<file path="config.mk">
export PLATFORM = sky130hd
export DESIGN_NAME = dfpa_ctrl
export DESIGN_NICKNAME = d
export VERILOG_FILES = /design/src/hw/rtl/dfpa_pkg.sv /design/src/hw/rtl/dfpa_ctrl.sv
export SDC_FILE = /design/constraint.sdc
export NUM_CORES = 1
export LEC_CHECK = 0
export BUFFER_PORTS_ARGS = -buffer_cell sky130_fd_sc_hd__buf_2
export CAP_MARGIN = 25
export CORE_AREA = 2 2 39 41
export CTS_CLUSTER_DIAMETER = 150
export DETAILED_ROUTE_END_ITERATION = 10
export DIE_AREA = 0 0 41 43
export GPL_TIMING_DRIVEN = 0
export PLACE_DENSITY = 0.74
export SLEW_MARGIN = 10
export SYNTH_ARGS = -nofsm -noshare
export SYNTH_HDL_FRONTEND = slang
export SYNTH_SLANG_ARGS = --single-unit
</file>
<file path="constraint.sdc">
create_clock -name clk_i -period 1.6 [get_ports clk_i]
set_input_delay 0.4 -clock clk_i [delete_from_list [all_inputs] [get_ports clk_i]]
set_output_delay 0.4 -clock clk_i [all_outputs]
set_load 0.02 [all_outputs]
</file>
<file path="src/hw/rtl/dfpa_pkg.sv">
`default_nettype none

package dfpa_pkg;

  // largest operand and result scale
  localparam int unsigned MAX_SCALE = 18;

  // operation codes
  localparam logic [2:0] MODE_ADD     = 3'd0;
  localparam logic [2:0] MODE_SUB     = 3'd1;
  localparam logic [2:0] MODE_MUL     = 3'd2;
  localparam logic [2:0] MODE_DIV     = 3'd3;
  localparam logic [2:0] MODE_RESCALE = 3'd4;

  // rounding codes
  localparam logic [2:0] RND_EXACT = 3'd0;
  localparam logic [2:0] RND_TRUNC = 3'd1;
  localparam logic [2:0] RND_AWAY  = 3'd2;
  localparam logic [2:0] RND_FLOOR = 3'd3;
  localparam logic [2:0] RND_CEIL  = 3'd4;
  localparam logic [2:0] RND_EVEN  = 3'd5;

  // status codes
  localparam logic [2:0] ST_OK    = 3'd0;
  localparam logic [2:0] ST_OVF   = 3'd1;
  localparam logic [2:0] ST_LOSS  = 3'd2;
  localparam logic [2:0] ST_SCALE = 3'd3;
  localparam logic [2:0] ST_DIV0  = 3'd4;
  localparam logic [2:0] ST_RND   = 3'd5;

  // sequencer states
  typedef enum logic [3:0] {
    S_IDLE,
    S_PREP,
    S_MUL,
    S_SCALE,
    S_COMBINE,
    S_DIV,
    S_ROUND,
    S_STRIP,
    S_DONE
  } state_e;

  // controller to datapath
  typedef struct packed {
    logic load;
    logic mul_step;
    logic scale_step;
    logic combine;
    logic div_step;
    logic round;
    logic strip_step;
    logic out_load;
  } dp_cmd_t;

  // datapath to controller
  typedef struct packed {
    logic err;
    logic is_addsub;
    logic is_mul;
    logic mul_last;
    logic scale_done;
    logic div_last;
    logic strip_done;
  } dp_stat_t;

endpackage

`default_nettype wire

</file>
<file path="src/hw/rtl/dfpa_ctrl.sv">
`default_nettype none

module dfpa_ctrl
  import dfpa_pkg::*;
(
  input  wire logic     clk_i,
  input  wire logic     rst_ni,
  input  wire logic     in_valid_i,
  output logic          in_stall_o,
  output logic          out_valid_o,
  input  wire logic     out_stall_i,
  input  wire dp_stat_t stat_i,
  output dp_cmd_t       cmd_o
);

  state_e state_q, state_d;
  logic   out_valid_q, out_valid_d;
  logic   out_free;

  assign out_free    = !out_valid_q || !out_stall_i;
  assign in_stall_o  = (state_q != S_IDLE);
  assign out_valid_o = out_valid_q;

  // next state
  always_comb begin
    state_d = state_q;
    unique case (state_q)
      S_IDLE: begin
        if (in_valid_i) state_d = S_PREP;
      end
      S_PREP: begin
        if (stat_i.err) state_d = S_DONE;
        else if (stat_i.is_mul) state_d = S_MUL;
        else state_d = S_SCALE;
      end
      S_MUL: begin
        if (stat_i.mul_last) state_d = S_SCALE;
      end
      S_SCALE: begin
        if (stat_i.scale_done) state_d = stat_i.is_addsub ? S_COMBINE : S_DIV;
      end
      S_COMBINE: state_d = S_STRIP;
      S_DIV: begin
        if (stat_i.div_last) state_d = S_ROUND;
      end
      S_ROUND: state_d = stat_i.is_addsub ? S_DONE : S_STRIP;
      S_STRIP: begin
        if (stat_i.strip_done) state_d = stat_i.is_addsub ? S_ROUND : S_DONE;
      end
      S_DONE: begin
        if (out_free) state_d = S_IDLE;
      end
      default: state_d = S_IDLE;
    endcase
  end

  // commands
  always_comb begin
    cmd_o = '0;
    unique case (state_q)
      S_IDLE:    cmd_o.load       = in_valid_i;
      S_PREP:    cmd_o            = '0;
      S_MUL:     cmd_o.mul_step   = 1'b1;
      S_SCALE:   cmd_o.scale_step = !stat_i.scale_done;
      S_COMBINE: cmd_o.combine    = 1'b1;
      S_DIV:     cmd_o.div_step   = 1'b1;
      S_ROUND:   cmd_o.round      = 1'b1;
      S_STRIP:   cmd_o.strip_step = !stat_i.strip_done;
      S_DONE:    cmd_o.out_load   = out_free;
      default:   cmd_o            = '0;
    endcase
  end

  // output beat valid
  always_comb begin
    out_valid_d = out_valid_q;
    if (cmd_o.out_load) out_valid_d = 1'b1;
    else if (!out_stall_i) out_valid_d = 1'b0;
  end

  always_ff @(posedge clk_i or negedge rst_ni) begin
    if (!rst_ni) begin
      state_q     <= S_IDLE;
      out_valid_q <= 1'b0;
    end else begin
      state_q     <= state_d;
      out_valid_q <= out_valid_d;
    end
  end

`ifndef NO_ASSERTIONS
  a_no_err_in_div: assert property (@(posedge clk_i) disable iff (!rst_ni)
    (state_q == S_DIV) |-> !stat_i.err)
    else $error("divider running on a rejected item");

  a_load_shows: assert property (@(posedge clk_i) disable iff (!rst_ni)
    cmd_o.out_load |=> out_valid_q)
    else $error("loaded result not presented");

  a_accept_prep: assert property (@(posedge clk_i) disable iff (!rst_ni)
    (state_q == S_IDLE && in_valid_i) |=> (state_q == S_PREP))
    else $error("accepted beat not taken into work");
`endif

endmodule

`default_nettype wire

</file>
==> metrics.csv <==
metric,value,unit
outcome,"finished, violations left",
failing checks,negative setup slack,
VDD IR max,1.14,mV
Netlist cell types,28,
worst skew pair latency,0.24,ns
sequential cell area fraction in the yosys report,27.6,%
R2R Setup Slk,-0.35,ns
DR vias,655,
"Worst Setup Slack, final",-0.447,ns
critical path class,flop to primary output,
H-tree levels,1,
final setup skew,0.00444,ns
Rows,14,
"Setup violations, final",13,
TritonCTS buffer count,3,
pre-CTS setup slack,-0.366,ns
DRC viols,0,
Worst setup SP type,flop,
area grow syn2layout,123,%
CP max FO,2,
core footprint,0.00138,sq mm
Worst-path clk slew,0.04,ns
Worst EP arrival,1.65,ns
RSZ-0062 raised after global routing,yes,
remaining antenna violation count after routing,0,
Max Freq,489,MHz
worst min path class,input pin to asynchronous set/reset pin,
IO buf count,20,
Max-slew headroom,63.2,%
Hold Slack,0.498,ns
Post-Syn Instances,55,
Max Cap Violations,0,
syn_nets,66,
Wirelength per Cell,16.6,um
final wirelength,1930,um
length in cells of the worst reg-to-reg path,7,
Final Wtd Congestion,0.748,
nets@finish,112,
overall die width,41,um
initial DRC count,15,
worst reg2reg path endpoint,state_q[1],
post-route clock period utilization,128,%
origin of the critical flop-to-flop path,state_q[0],
CTS Root Cell,clkbuf_4,
CTS Sinks,5,
largest net degree at the start of global routing,11,
IO Count,21,
Lkg Pwr,0.000461,uW
Die Y,43,um
Yosys Warn Count,0,
mean number of vias per cell,5.65,
total gr overflow,0,
CTS tree,yes,
DP HPWL,837,um
drt first pass iters,5,
worst path required time,1.20,ns
die area,0.00176,sq mm
CP endpoint kind,primary output,
Max Slew Vio Count,0,
Mean Syn Cell Area,8.24,sq um
Power per Cell Area,2290,mW/mm^2
vias in the first global route,562,
antenna violations before repair,0,
maximum clock path buffer count,2,
# diodes,0,
first-pass GRT wire length,2280,um
fin crit period,2.05,ns
Yosys reg bits,5,
layout cells sized above 1,75.0,%
worst-margin pin slew,0.538,ns
total track usage,18.8,%
initial core utilization,32.7,%
"Hold Violations, Final",0,
cell area after synthesis,453,sq um
[where the power goes]
part           leakage (uW)  switching (uW)  internal, uW
combinational      0.000386             891          1040
sequential        0.0000598            42.0           196
clock             0.0000150            50.1          94.2
total              0.000461             983          1330
[layout by cell type (no fill, tap or decap), drive strengths merged, types with 3 or more instances in the layout]
master   n
buf     44
clkbuf   4
dfrtp    5
nand2b   4
nor2     7
nand2    4
o21ai    4
mux2     3
nor3     4
[state kept, by name, indices dropped and copies added, names as in the netlist]
name,count
out_valid_o,1
state_q,4
[how the worst max path moves through the flow]
| stage | startpoint | endpoint |
|---|---|---|
| after floorplan | state_q[1] | cmd_o[1] |
| after global placement | state_q[1] | cmd_o[1] |
| after detailed placement | state_q[1] | cmd_o[1] |
| after CTS | state_q[0] | cmd_o[1] |
| after global routing | state_q[0] | cmd_o[1] |
| final | state_q[0] | cmd_o[1] |
[Yosys cell counts, drive strengths merged]
master   instances  area share [%]
mux2             3             7.5
a31oi            1             1.4
o22ai            2             5.8
or3              2             2.8
nand2            4             3.3
o32ai            1             1.9
and3b            1             1.9
a221o            1             2.2
nor3             4             5.5
a21boi           1             1.7
a21oi            1             1.1
nand2b           4             5.5
xor2             1             1.9
dfrtp            5              28
nor2             7             5.8
a22oi            1             1.7
or4b             1             3.0
and2             1             1.4
a2111oi          1             1.9
o21ai            4             4.4
nand3b           2             3.3
clkbuf           3             2.5
and3             2             2.8
buf              1             1.7
nor4             1             1.4
[final cells by class]
type	count	area, sq um
Buffer	2	30.0
Clock buffer	4	26.3
Fill cell	106	372
Multi-Input combinational cell	46	432
Sequential cell	5	129
Tap cell	16	20.0
Timing Repair Buffer	43	375
[worst max-delay path: stages (launching register included)]
cell,delay [ns]
dfrtp_2,0.40
or4b_4,0.57
o22ai_4,0.18
and2_4,0.16
buf_6,0.10
[metal layers]
metal | wire, um | track usage (%)
met5 | 0 | 0
met3 | 105 | 2.62
met1 | 720 | 23.8
met4 | 104 | 11.3
met2 | 1000 | 28.7
[stage by stage]
stage	util (%)	power, uW	cell area (sq um)	setup TNS, ns	instances
6_report	73.1	2310	1010	-2.70	116
2_1_floorplan	-	860	455	-0.331	55
4_1_cts	59.5	1680	823	-1.30	106
3_3_place_gp	41.6	1050	576	-0.827	91
5_1_grt	73.1	2440	1010	-3.24	116
3_5_place_dp	41.6	1070	576	-0.986	91
[cells by family after synthesis]
kind of cell,Yosys count,synth area share (%)
AO/OA/AOI/OAI,13,22.1
XOR/XNOR,1,1.93
buffers and inverters,4,4.14
flip-flops,5,27.6
multiplexers,3,7.46
AND/OR/NAND/NOR,29,36.7
[what timing repair did]
action | in CTS | in global routing
buffers inserted | 11 | 12
pin swaps | 4 | 9
hold buffers | 1 | 0
resized for setup | 38 | 24
endpoints found under the setup margin | 13 | 13
endpoints found under the hold margin | 5 | 0
(Power assumes the default switching activity.)
